**config.mk**
```make
export PLATFORM = sky130hd
export DESIGN_NAME = websocket_frame_receiver_unit
export DESIGN_NICKNAME = d
export VERILOG_FILES = /design/src/rtl/wsfr_pkg.sv /design/src/rtl/wsfr_parser.sv /design/src/rtl/websocket_frame_receiver_unit.sv
export SDC_FILE = /design/constraint.sdc
export NUM_CORES = 1
export LEC_CHECK = 0
export BUFFER_PORTS_ARGS = -buffer_cell sky130_fd_sc_hd__buf_2
export CORE_ASPECT_RATIO = 0.5
export CORE_MARGIN = 4
export CORE_UTILIZATION = 60
export CTS_CLUSTER_DIAMETER = 40
export DETAILED_ROUTE_END_ITERATION = 16
export HOLD_SLACK_MARGIN = 0.06
export PLACE_DENSITY = 0.77
export SLEW_MARGIN = 20
export SYNTH_ARGS = -nofsm -noshare
export SYNTH_HDL_FRONTEND = slang
export SYNTH_HIERARCHICAL = 1
export SYNTH_SLANG_ARGS = --single-unit
```
**constraint.sdc**
```tcl
create_clock -name clk_i -period 13.7 [get_ports clk_i]
set_input_delay 0.685 -clock clk_i [delete_from_list [all_inputs] [get_ports clk_i]]
set_output_delay 0.685 -clock clk_i [all_outputs]
set_load 0.01 [all_outputs]
```
**src/rtl/wsfr_pkg.sv**
```systemverilog
// Package: shared types and constants for the WebSocket frame receiver.
`default_nettype none
package wsfr_pkg;

  typedef enum logic [2:0] {
    PH_HDR0,
    PH_HDR1,
    PH_EXTLEN,
    PH_MASK,
    PH_BODY
  } phase_e;

  localparam logic [2:0] KIND_BYTE  = 3'd0;
  localparam logic [2:0] KIND_EMPTY = 3'd1;
  localparam logic [2:0] KIND_PING  = 3'd2;
  localparam logic [2:0] KIND_PONG  = 3'd3;
  localparam logic [2:0] KIND_CLOSE = 3'd4;

  localparam logic [3:0] OP_CONT  = 4'd0;
  localparam logic [3:0] OP_TEXT  = 4'd1;
  localparam logic [3:0] OP_BIN   = 4'd2;
  localparam logic [3:0] OP_CLOSE = 4'd8;
  localparam logic [3:0] OP_PING  = 4'd9;
  localparam logic [3:0] OP_PONG  = 4'd10;

  localparam logic [6:0] LEN_EXT16 = 7'd126;
  localparam logic [6:0] LEN_EXT64 = 7'd127;
  localparam int unsigned CTRL_MAX_LEN = 125;

  localparam logic [15:0] CODE_NORMAL   = 16'd1000;
  localparam logic [15:0] CODE_PROTOCOL = 16'd1002;
  localparam logic [15:0] CODE_TOO_BIG  = 16'd1009;
  localparam logic [15:0] CODE_STD_MAX  = 16'd1011;
  localparam logic [15:0] CODE_APP_MIN  = 16'd3000;
  localparam logic [15:0] CODE_APP_MAX  = 16'd4999;
  localparam logic [15:0] CODE_RSVD0    = 16'd1004;
  localparam logic [15:0] CODE_RSVD1    = 16'd1005;
  localparam logic [15:0] CODE_RSVD2    = 16'd1006;

  localparam logic [0:0] CFG_IS_SERVER   = 1'd0;
  localparam logic [0:0] CFG_MAX_PAYLOAD = 1'd1;

  typedef struct packed {
    logic [2:0]  kind;
    logic        has_byte;
    logic [7:0]  data_byte;
    logic        last_in_frame;
    logic        last_in_message;
    logic [1:0]  message_type;
    logic [15:0] close_code;
  } res_t;

endpackage
`default_nettype wire

```
**src/rtl/wsfr_parser.sv**
```systemverilog
// Frame parser: header, length, mask and payload state with per-byte decisions.
`default_nettype none
module wsfr_parser import wsfr_pkg::*; #(
  parameter int unsigned LENGTH_BITS = 64
) (
  input  wire logic        clk_i,
  input  wire logic        rst_ni,
  input  wire logic        step_i,
  input  wire logic [7:0]  byte_i,
  input  wire logic        is_server_i,
  input  wire logic [31:0] max_payload_i,
  output logic             res_valid_o,
  output res_t             res_o
);

  localparam int unsigned LB = LENGTH_BITS;
  localparam int unsigned SW = ((LB > 32) ? LB : 32) + 2;

  phase_e        phase_q, phase_d;
  logic [3:0]    cnt_q, cnt_d;
  logic [15:0]   fc_q, fc_d;
  logic [LB-1:0] flen_q, flen_d;
  logic          ovf_q, ovf_d;
  logic [31:0]   mask_q, mask_d;
  logic [LB-1:0] pcnt_q, pcnt_d;
  logic [31:0]   mlen_q, mlen_d;
  logic [1:0]    held_q, held_d;
  logic [7:0]    chigh_q, chigh_d;
  logic [15:0]   cword_q, cword_d;
  logic          stop_q, stop_d;

  always_comb begin
    logic          hdr_go;
    logic          bs_go;
    logic [3:0]    op;
    logic          fin;
    logic [SW-1:0] total;
    logic [LB-1:0] idx;
    logic          last;
    logic [7:0]    d;
    logic [7:0]    kbyte;
    logic [3:0]    cnt_inc;
    logic          code_ok;

    phase_d = phase_q;
    cnt_d   = cnt_q;
    fc_d    = fc_q;
    flen_d  = flen_q;
    ovf_d   = ovf_q;
    mask_d  = mask_q;
    pcnt_d  = pcnt_q;
    mlen_d  = mlen_q;
    held_d  = held_q;
    chigh_d = chigh_q;
    cword_d = cword_q;
    stop_d  = stop_q;
    res_valid_o = 1'b0;
    res_o   = '0;
    hdr_go  = 1'b0;
    bs_go   = 1'b0;
    op      = fc_q[11:8];
    fin     = fc_q[15];
    total   = '0;
    idx     = pcnt_q;
    last    = (idx == (flen_q - LB'(1)));
    unique case (idx[1:0])
      2'd0:    kbyte = mask_q[31:24];
      2'd1:    kbyte = mask_q[23:16];
      2'd2:    kbyte = mask_q[15:8];
      default: kbyte = mask_q[7:0];
    endcase
    d       = is_server_i ? (byte_i ^ kbyte) : byte_i;
    cnt_inc = cnt_q + 4'd1;
    code_ok = 1'b0;

    if (step_i && !stop_q) begin
      unique case (phase_q)
        PH_HDR0: begin
          fc_d    = {byte_i, 8'h00};
          phase_d = PH_HDR1;
        end
        PH_HDR1: begin
          fc_d   = {fc_q[15:8], byte_i};
          flen_d = '0;
          ovf_d  = 1'b0;
          cnt_d  = '0;
          if (byte_i[6:0] == LEN_EXT16 || byte_i[6:0] == LEN_EXT64) begin
            phase_d = PH_EXTLEN;
          end else begin
            flen_d = LB'(byte_i[6:0]);
            hdr_go = 1'b1;
          end
        end
        PH_EXTLEN: begin
          flen_d = {flen_q[LB-9:0], byte_i};
          ovf_d  = ovf_q | (flen_q[LB-1:LB-8] != 8'd0);
          cnt_d  = cnt_inc;
          if (cnt_inc == ((fc_q[6:0] == LEN_EXT16) ? 4'd2 : 4'd8)) begin
            hdr_go = 1'b1;
          end
        end
        PH_MASK: begin
          mask_d = {mask_q[23:0], byte_i};
          cnt_d  = cnt_inc;
          if (cnt_inc == 4'd4) bs_go = 1'b1;
        end
        PH_BODY: begin
          op     = fc_q[11:8];
          fin    = fc_q[15];
          pcnt_d = idx + LB'(1);
          if (last) phase_d = PH_HDR0;
          if (op == OP_CLOSE) begin
            if (idx == LB'(0)) chigh_d = d;
            else if (idx == LB'(1)) cword_d = {chigh_q, d};
            if (last) begin
              code_ok = ((cword_d >= CODE_NORMAL && cword_d <= CODE_STD_MAX) ||
                         (cword_d >= CODE_APP_MIN && cword_d <= CODE_APP_MAX)) &&
                        cword_d != CODE_RSVD0 && cword_d != CODE_RSVD1 &&
                        cword_d != CODE_RSVD2;
              stop_d = 1'b1;
              res_valid_o = 1'b1;
              res_o.kind  = KIND_CLOSE;
              res_o.close_code = (flen_q != LB'(1) && code_ok) ? CODE_NORMAL
                                                                 : CODE_PROTOCOL;
            end
          end else if (op == OP_PING || op == OP_PONG) begin
            res_valid_o = 1'b1;
            res_o.kind  = (op == OP_PING) ? KIND_PING : KIND_PONG;
            res_o.has_byte = 1'b1;
            res_o.data_byte = d;
            res_o.last_in_frame = last;
            res_o.last_in_message = last;
          end else begin
            res_valid_o = 1'b1;
            res_o.kind  = KIND_BYTE;
            res_o.has_byte = 1'b1;
            res_o.data_byte = d;
            res_o.last_in_frame = last;
            res_o.last_in_message = last && fin;
            res_o.message_type = (held_q != 2'd0) ? held_q : op[1:0];
            if (last && fin) begin
              mlen_d = '0;
              held_d = '0;
            end
          end
        end
        default: phase_d = PH_HDR0;
      endcase

      // Header checks once the length field is complete
      if (hdr_go) begin
        op    = fc_d[11:8];
        fin   = fc_d[15];
        total = SW'(mlen_q) + SW'(flen_d) + (is_server_i ? SW'(4) : SW'(0));
        priority if (fc_d[7] != is_server_i || fc_d[14:12] != 3'd0) begin
          stop_d = 1'b1;
        end else if (ovf_d) begin
          stop_d = 1'b1;
        end else if (op == OP_CLOSE || op == OP_PING || op == OP_PONG) begin
          if (flen_d > LB'(CTRL_MAX_LEN) || !fin) stop_d = 1'b1;
        end else if (op == OP_CONT || op == OP_TEXT || op == OP_BIN) begin
          if (total > SW'(max_payload_i)) begin
            stop_d = 1'b1;
          end else if (!fin) begin
            if (held_q == 2'd0) begin
              if (op != OP_TEXT && op != OP_BIN) stop_d = 1'b1;
              else held_d = op[1:0];
            end else if (op != OP_CONT) begin
              stop_d = 1'b1;
            end
          end else if ((held_q != 2'd0) != (op == OP_CONT)) begin
            stop_d = 1'b1;
          end
          if (!stop_d) mlen_d = 32'(SW'(mlen_q) + SW'(flen_d));
        end else begin
          stop_d = 1'b1;
        end
        if (stop_d) begin
          res_valid_o = 1'b1;
          res_o.kind  = KIND_CLOSE;
          res_o.close_code = (total > SW'(max_payload_i) && fc_d[7] == is_server_i &&
                              fc_d[14:12] == 3'd0 && !ovf_d &&
                              (op == OP_CONT || op == OP_TEXT || op == OP_BIN)) ||
                             (ovf_d && fc_d[7] == is_server_i && fc_d[14:12] == 3'd0)
                             ? CODE_TOO_BIG : CODE_PROTOCOL;
          held_d = held_q;
          mlen_d = mlen_q;
        end else if (is_server_i) begin
          mask_d  = '0;
          cnt_d   = '0;
          phase_d = PH_MASK;
        end else begin
          bs_go = 1'b1;
        end
      end

      if (bs_go) begin
        op     = fc_d[11:8];
        fin    = fc_d[15];
        pcnt_d = '0;
        if (flen_d != LB'(0)) begin
          phase_d = PH_BODY;
        end else begin
          phase_d = PH_HDR0;
          if (op == OP_CLOSE) begin
            stop_d = 1'b1;
            res_valid_o = 1'b1;
            res_o.kind  = KIND_CLOSE;
            res_o.close_code = CODE_NORMAL;
          end else if (op == OP_PING || op == OP_PONG) begin
            res_valid_o = 1'b1;
            res_o.kind  = (op == OP_PING) ? KIND_PING : KIND_PONG;
            res_o.last_in_frame = 1'b1;
            res_o.last_in_message = 1'b1;
          end else if (fin) begin
            res_valid_o = 1'b1;
            res_o.kind  = KIND_EMPTY;
            res_o.last_in_frame = 1'b1;
            res_o.last_in_message = 1'b1;
            res_o.message_type = (held_d != 2'd0) ? held_d : op[1:0];
            mlen_d = '0;
            held_d = '0;
          end
        end
      end
    end
  end

  always_ff @(posedge clk_i or negedge rst_ni) begin
    if (!rst_ni) begin
      phase_q <= PH_HDR0;
      cnt_q   <= '0;
      fc_q    <= '0;
      flen_q  <= '0;
      ovf_q   <= 1'b0;
      mask_q  <= '0;
      pcnt_q  <= '0;
      mlen_q  <= '0;
      held_q  <= '0;
      chigh_q <= '0;
      cword_q <= '0;
      stop_q  <= 1'b0;
    end else begin
      phase_q <= phase_d;
      cnt_q   <= cnt_d;
      fc_q    <= fc_d;
      flen_q  <= flen_d;
      ovf_q   <= ovf_d;
      mask_q  <= mask_d;
      pcnt_q  <= pcnt_d;
      mlen_q  <= mlen_d;
      held_q  <= held_d;
      chigh_q <= chigh_d;
      cword_q <= cword_d;
      stop_q  <= stop_d;
    end
  end

endmodule
`default_nettype wire

```
**src/rtl/websocket_frame_receiver_unit.sv**
```systemverilog
// Top level: input register, frame parser and result register of the frame receiver.
`default_nettype none
// Accepts one received byte per clock while the master side keeps up and produces at most
// one result item per byte. A byte waits in the input register and is decoded when it
// leaves it: the parser's header and payload state updates and its result is registered
// for the master side. A result that waits on m_axis_tready_i holds the byte behind it in
// the input register, and s_axis_tready_o stays low until that result is taken. After a
// close result the unit still accepts bytes but drops them until reset.
module websocket_frame_receiver_unit import wsfr_pkg::*; #(
  parameter int unsigned LENGTH_BITS = 64
) (
  input  wire logic        clk_i,
  input  wire logic        rst_ni,
  input  wire logic        s_axis_tvalid_i,
  output logic             s_axis_tready_o,
  input  wire logic [7:0]  s_axis_tdata_i,   // rx_byte
  output logic             m_axis_tvalid_o,
  input  wire logic        m_axis_tready_i,
  output logic [23:0]      m_axis_tdata_o,   // data_byte[7:0], close_code[23:8]
  output logic             m_axis_tlast_o,   // last_in_frame
  output logic [6:0]       m_axis_tuser_o,   // kind[2:0], has_byte[3],
                                             // last_in_message[4], message_type[6:5]
  input  wire logic        cfg_we_i,
  input  wire logic [0:0]  cfg_index_i,
  input  wire logic [31:0] cfg_wdata_i
);

  logic        is_server_q;
  logic [31:0] max_payload_q;
  logic        in_valid_q;
  logic [7:0]  in_byte_q;
  logic        out_valid_q;
  res_t        out_q;
  logic        advance;
  logic        res_valid;
  res_t        res;

  assign advance         = in_valid_q && (!out_valid_q || m_axis_tready_i);
  assign s_axis_tready_o = !in_valid_q || advance;

  always_ff @(posedge clk_i or negedge rst_ni) begin
    if (!rst_ni) begin
      is_server_q   <= 1'b1;
      max_payload_q <= 32'd16777216;
    end else if (cfg_we_i) begin
      unique case (cfg_index_i)
        CFG_IS_SERVER:   is_server_q   <= cfg_wdata_i[0];
        CFG_MAX_PAYLOAD: max_payload_q <= cfg_wdata_i;
        default: ;
      endcase
    end
  end

  always_ff @(posedge clk_i or negedge rst_ni) begin
    if (!rst_ni) begin
      in_valid_q <= 1'b0;
    end else if (s_axis_tready_o) begin
      in_valid_q <= s_axis_tvalid_i;
    end
  end

  always_ff @(posedge clk_i) begin
    if (s_axis_tvalid_i && s_axis_tready_o) in_byte_q <= s_axis_tdata_i;
  end

  wsfr_parser #(
    .LENGTH_BITS(LENGTH_BITS)
  ) u_parser (
    .clk_i        (clk_i),
    .rst_ni       (rst_ni),
    .step_i       (advance),
    .byte_i       (in_byte_q),
    .is_server_i  (is_server_q),
    .max_payload_i(max_payload_q),
    .res_valid_o  (res_valid),
    .res_o        (res)
  );

  always_ff @(posedge clk_i or negedge rst_ni) begin
    if (!rst_ni) begin
      out_valid_q <= 1'b0;
    end else if (!out_valid_q || m_axis_tready_i) begin
      out_valid_q <= advance && res_valid;
    end
  end

  always_ff @(posedge clk_i) begin
    if (advance && res_valid) out_q <= res;
  end

  assign m_axis_tvalid_o = out_valid_q;
  assign m_axis_tdata_o  = {out_q.close_code, out_q.data_byte};
  assign m_axis_tlast_o  = out_q.last_in_frame;
  assign m_axis_tuser_o  = {out_q.message_type, out_q.last_in_message,
                            out_q.has_byte, out_q.kind};

endmodule
`default_nettype wire

```
=== Word-level counts from Yosys, hierarchy flattened ===
Cells that the tools add are included.

* Add/subtract/negate cells: 5
* Multipliers: 0
* Div/mod/pow operators: 0
* $lt $le $gt $ge: 6
* Equal/unequal tests: 31
* Shift-type cells: 0
* Multiplexer cells: 147
* Bitwise operators: 5
* Reduce and logical (&&, ||, !) cells: 57

{| class="wikitable"
|+ Operators by type and width
! cell !! count
|-
| $mux W32 || 21
|-
| $mux W64 || 3
|-
| $mux W16 || 11
|-
| $pmux W64 S2 || 1
|-
| $add A66 B66 Y66 || 1
|-
| $gt A66 B32 Y1 || 1
|-
| $add A32 B64 Y65 || 1
|-
| $add A64 B1 Y64 const B || 1
|-
| $eq A64 B1 Y1 const B || 1
|-
| $eq A64 B64 Y1 || 1
|-
| $gt A64 B7 Y1 const B || 1
|-
| $logic_not A64 Y1 || 1
|-
| $ne A64 B1 Y1 const B || 1
|-
| $reduce_bool A64 Y1 || 1
|-
| $sub A64 B1 Y64 const B || 1
|-
| $mux W2 || 26
|-
| $mux W3 || 17
|-
| $mux W1 || 49
|-
| $ne A16 B10 Y1 const B || 3
|-
| $mux W20 || 2
|-
| $pmux W16 S2 || 1
|-
| $eq A4 B4 Y1 const B || 6
|-
| $mux W4 || 6
|-
| $pmux W8 S3 || 1
|-
| other kinds (46) || 93
|}

* Flip-flop bits (word level): 318
* Latch bits: 0
* Memory bits (writable): 0
* ROM bits: 0
* Input bits: 46
* Word-level logic and storage cells: 276
* Memories: 0

=== Depth between registers and ports, before layout ===
* Depth in word-level cells: 33
* Gate-level depth with buffers: 43
* Mapped depth without buffers: 35

=== Cells and area by module ===
Netlist, hierarchy kept.

{| class="wikitable"
|+ Modules (own cells, without submodules)
! module !! instances !! cells an instance !! area each (um^2) !! sequential area each (um^2)
|-
| wsfr_parser || 1 || 2687 || 21344.2 || 6080.8
|-
| websocket_frame_receiver_unit || 1 || 121 || 2687.6 || 2079.5
|}

=== Worst setup path before layout ===
OpenSTA, ideal clock, no wires.

* Path type: reg2reg
* From: register u_parser.phase_q[0]
* To: register out_q, in the netlist m_axis_tdata_o[0], enable pin
* Setup time: 0.425 ns
* Arrival time: 9.665 ns
* Required time: 13.275 ns
* Path slack: 3.610 ns
* Cell stages (with the launch flop): 41
* Buffers on the path: 8
* Cell sequence: dfrtp_1 -> buf_6 -> buf_6 -> buf_2 -> buf_1 -> xor2_1 -> nand2b_1 -> clkbuf_1 -> clkbuf_1 -> clkbuf_1 -> a22oi_1 -> inv_1 -> ha_1 -> fa_1 -> a21o_1 -> a221oi_1 -> o21ai_0 -> xnor2_1 -> (+5 left out) -> a21o_1 -> a21o_1 -> a21o_1 -> a21o_1 -> a21o_1 -> a21o_1 -> a21oi_1 -> o211ai_1 -> a21o_1 -> a221oi_1 -> nand4_1 -> or4_1 -> buf_2 -> o41ai_2 -> nand2_1 -> a31oi_1 -> nand2_1 -> nor2b_1

* Word-level cells in the longest chain between the ends: 30
* Elaborated cells on any way between the ends: 74
* Those cells by class: add/sub: 2; order compare: 2; eq/ne: 13; mux: 42; reduce/logical: 15

{| class="wikitable"
|+ Ends and longest elaborated chain
! what !! line !! source
|-
| start: declaration || wsfr_parser.sv:19 || <nowiki>phase_e phase_q, phase_d;</nowiki>
|-
| start signal: assignment || wsfr_parser.sv:244 || <nowiki>phase_q <= phase_d;</nowiki>
|-
| parallel branches: the longest is 27 deep, another holds $add A66 B66 Y66 || n/a ||
|-
| $mux W1 * || wsfr_parser.sv:197 || <nowiki>if (bs_go) begin</nowiki>
|-
| $mux W1 * || wsfr_parser.sv:76 || <nowiki>if (step_i && !stop_q) begin</nowiki>
|-
| via res_valid || websocket_frame_receiver_unit.sv:35 || <nowiki>logic res_valid;</nowiki>
|-
| $logic_and A1 B1 Y1 * || websocket_frame_receiver_unit.sv:88 || <nowiki>if (advance && res_valid) out_q <= res;</nowiki>
|-
| end signal: assignment || websocket_frame_receiver_unit.sv:88 ||
|-
| end: declaration || websocket_frame_receiver_unit.sv:33 || <nowiki>res_t out_q;</nowiki>
|}

Mark *: on every way through the listed nets, which the timed path passes. The select of a mux whose other input is x is not followed.
A chain may end at the register's enable or synchronous reset.

=== Worst setup path after layout ===
* From: register in_byte_q[3]
* To: register out_q, in the netlist m_axis_tdata_o[23], enable pin

* Word-level cells in the longest chain between the ends: 30
* Elaborated cells on any way between the ends: 64
* Those cells by class: add/sub: 2; order compare: 2; eq/ne: 10; mux: 38; reduce/logical: 12

{| class="wikitable"
|+ Ends and longest elaborated chain
! what !! line !! source
|-
| start: declaration || websocket_frame_receiver_unit.sv:31 || <nowiki>logic [7:0] in_byte_q;</nowiki>
|-
| start signal: assignment || websocket_frame_receiver_unit.sv:63 || <nowiki>if (s_axis_tvalid_i && s_axis_tready_o) in_byte_q <= s_axis_tdata_i;</nowiki>
|-
| $eq A7 B7 Y1 || wsfr_parser.sv:87 || <nowiki>if (byte_i[6:0] == LEN_EXT16 || byte_i[6:0] == LEN_EXT64) begin</nowiki>
|-
| $logic_or A1 B1 Y1 || wsfr_parser.sv:87 ||
|-
| $mux W7 || wsfr_parser.sv:87 ||
|-
| $pmux W64 S2 || wsfr_parser.sv:77 || <nowiki>unique case (phase_q)</nowiki>
|-
| $mux W64 || wsfr_parser.sv:76 ||
|-
| $add A32 B64 Y65 || wsfr_parser.sv:154 || <nowiki>total = SW'(mlen_q) + SW'(flen_d) + (is_server_i ? SW'(4) : SW'(0));</nowiki>
|-
| $add A66 B66 Y66 || wsfr_parser.sv:154 ||
|-
| $gt A66 B32 Y1 || wsfr_parser.sv:162 || <nowiki>if (total > SW'(max_payload_i)) begin</nowiki>
|-
| (+15 left out) || n/a ||
|-
| $mux W1 || wsfr_parser.sv:215 || <nowiki>end else if (fin) begin</nowiki>
|-
| $mux W1 || wsfr_parser.sv:210 || <nowiki>end else if (op == OP_PING || op == OP_PONG) begin</nowiki>
|-
| $mux W1 || wsfr_parser.sv:205 || <nowiki>if (op == OP_CLOSE) begin</nowiki>
|-
| $mux W1 || wsfr_parser.sv:201 || <nowiki>if (flen_d != LB'(0)) begin</nowiki>
|-
| $mux W1 * || wsfr_parser.sv:197 ||
|-
| $mux W1 * || wsfr_parser.sv:76 ||
|-
| via res_valid || websocket_frame_receiver_unit.sv:35 ||
|-
| $logic_and A1 B1 Y1 * || websocket_frame_receiver_unit.sv:88 ||
|}

The timed path passes the listed nets; every way through them passes the cells marked *. The select of a mux whose other input is x is not followed.

==> impl_metrics.yaml <==
sta:
  maxSlewViolCount: 0
  setup_viol: 0
  final_hold_viol_count: 0
  tightest_slew_ns: 1.22
  max_freq_mhz: 93.3
  period_minus_slack_ns: 10.72
  fin_tns_setup_ns: 0
  clock_skew_ns: 0.0241
  relSlewSlack_pct: 17.9
  fin_ws_ns: 2.98
  fin_crit_sh_pct: 78.2
  rsz0062_at_grt: "false"
floorplan:
  die_h_um: 150
  rows: 51
  initial_core_util_pct: 61.3
  fp.dieW_um: 291
  coreArea_sq_um: 39200
  io_pins: 80
  dieArea_sq_um: 43500
setup_path:
  startpoint_type: "register"
  worstSetupEndpointType: "register"
  path_max_fanout: 32
  crit_arrival_ns: 10.90
  slowest_delay_ns: 0.77
  crit_slowest_cell: "o41ai_2"
  worst_path_most_repeated_cell: "a21o_1"
  critPathKind: "reg2reg"
  critPathRequiredTime_ns: 13.88
synth:
  synthTopCellsByCount: "310 x nand2_1, 276 x dfrtp_1, 223 x nor2_1, 169 x o21ai_0, 150 x xnor2_1"
  syn-cell-area_sq_um: 24000
  postSynthRegisterBits: 318
  yosysTopAreaCellShare_pct: 28.7
  synth-main-ff-cell: "dfrtp_1"
  yosysTopAreaCell: "dfrtp_1"
  synth_cells: 2808
  ys_top_cells_by_area: "dfrtp_1 29%, xnor2_1 5.5%, edfxtp_1 5.0%"
  async_flop_share_pct: 87.4
  ys_warn_count: 6
  avgSynthCellArea_sq_um: 8.56
  synth-edff-count: 40
  ys_types: 111
  yosysMostFrequentCell: "nand2_1"
  synth-seq-area-share_pct: 34.0
hold_path:
  worstHoldPathType: "in2async"
detailed_routing:
  top_layer: "met5"
  wl_met2_um: 33500
  wl_per_cell_um: 24.7
  vias: 22871
  final_antenna_net_count: 0
  wirelength_um: 82300
  drt-met1-wl_um: 36300
  drc: 0
  via_per_inst: 6.85
  drtIter0Drc: 3135
  wl_met3_um: 10300
  dr.pass1.iters: 9
layout:
  final_cells: 3337
  finalNetCount: 2897
  drive_above_1_share_pct: 11.2
  synthToLayoutAreaGrowth_pct: 7.31
grt:
  grt_pass1_vias: 20984
  grt_max_degree: 170
  grt_overflow: 0
  antenna_found_initial: 1
  track_usage_pct: 36.9
  grt_pass1_wl_um: 127000
run:
  drv_cap: 0
power:
  power.density_nw_per_um2: 120
  irDropWorstVdd_uv: 92.8
  p_leak_nw: 10.9
clocking:
  postCtsSetupRepairBufs: 0
  cts.sinks: 318
  cts_tree: "yes"
  htree_levels: 2
  clkLatencyLatePin_ns: 0.55
  path_clk_slew_ns: 0.06
  cts_resized: 0
  cts_hold_buffers: 0
  cts_root_buffer: "clkbuf_16"
  clockBufferDepth: 3
  numCtsBuffers: 36
place:
  numPortBuffers: 79
  routabilityCongestion: 1.03
  pre_cts_ws_ns: 3.26
  placed_cells: 3269
  dp_hpwl_um: 61900
outcome:
  status: "complete, no violations"
## cells in the final DEF (no fill, tap or decap), types with 38 or more instances in the layout
cell type / instances
nor4_1: 72
a22o_1: 61
nor2_1: 221
inv_1: 88
a21oi_1: 103
xnor2_1: 150
dfrtp_1: 275
nand3_1: 75
edfxtp_1: 40
nand4_1: 96
a22oi_1: 46
or3_1: 54
o21ai_0: 169
nand2_1: 310
nor3_1: 95
xor2_1: 86
buf_2: 78
ha_1: 73
buf_4: 38
## critical path: cells and delay by family (launching register included)
family | cells | cell delay (ns)
xor gates and xnor gates | 2 | 0.49
DFF | 1 | 0.64
AOI/OAI and AO/OA | 18 | 4.91
and+or+nand+nor | 9 | 3.13
buffers and inverters | 1 | 0.15
adders and majority gates | 3 | 0.98
## layer usage
| layer | GRT usage [%] | up-vias |
|---|---|---|
| li1 | - | 10270 |
| met1 | 55.4 | 11171 |
| met2 | 52.1 | 1279 |
| met3 | 10.5 | 149 |
| met4 | 9.65 | 2 |
| met5 | 0 | - |
## stage by stage
stage	area [sq um]	utilization, %	total power (W)	hold slack, ns
after floorplan	24100	-	0.00181	0.389
after global placement	24600	62.7	0.00208	0.459
after detailed placement	24600	62.7	0.00208	0.462
after CTS	25800	65.7	0.00307	0.265
after global routing	25800	65.8	0.00325	0.291
final	25800	65.8	0.00310	0.224
## final timing paths
check | startpoint | to | slack (ns) | depth (start not counted)
max reg2reg | in_byte_q[3]$_DFFE_PP_ | m_axis_tdata_o[23]$_DFFE_PP_ | 2.98 | 33
min reg2reg | u_parser/fc_q[0]$_DFFE_PN0P_ | u_parser/fc_q[0]$_DFFE_PN0P_ | 0.48 | 2
min in group clk_i | s_axis_tdata_i[6] | in_byte_q[6]$_DFFE_PP_ | 0.31 | 1
min | rst_ni | u_parser/pcnt_q[59]$_DFFE_PN0P_ | 0.22 | 1
max | in_byte_q[3]$_DFFE_PP_ | m_axis_tdata_o[23]$_DFFE_PP_ | 2.98 | 33
max in group asynchronous | rst_ni | u_parser/mlen_q[20]$_DFFE_PN0P_ | 11.96 | 2
## state kept, by name (all words and copies together) (netlist names), 4 cells and up
name              count
u_parser/pcnt_q      64
u_parser/chigh_q      8
u_parser/mlen_q      32
in_byte_q             8
m_axis_tdata_o       24
u_parser/flen_q      64
u_parser/fc_q        16
u_parser/mask_q      32
m_axis_tuser_o        7
u_parser/cnt_q        4
u_parser/cword_q     16
max_payload_q        32
## final cells by class
class                   instances  area, sq um
fillers                      3315        13400
flip-flops and latches        318         8160
diodes                          2         5.00
inverters                      89          334
clock buffers                  47         1010
clock inverters                19          189
well taps                     530          663
repair buffers                119          731
multi-input cells            2213        14700
## report_power, final
part	internal (W)	switching, W	total [W]
Clock	0.000540	0.000443	0.000983
Sequential	0.00101	0.0000746	0.00108
Combinational	0.000378	0.000657	0.00104
## logic make-up after synthesis
logic type,after synthesis,synth area share (%)
and+or+nand+nor,1172,25.2
AOI/OAI and AO/OA,635,18.3
DFF,318,34.0
buffers and inverters,283,5.36
xor gates and xnor gates,241,8.97
muxes,84,4.31
adders and majority gates,74,3.88
other,1,0.0156
No activity file was read; power rests on OpenSTA's default activity.
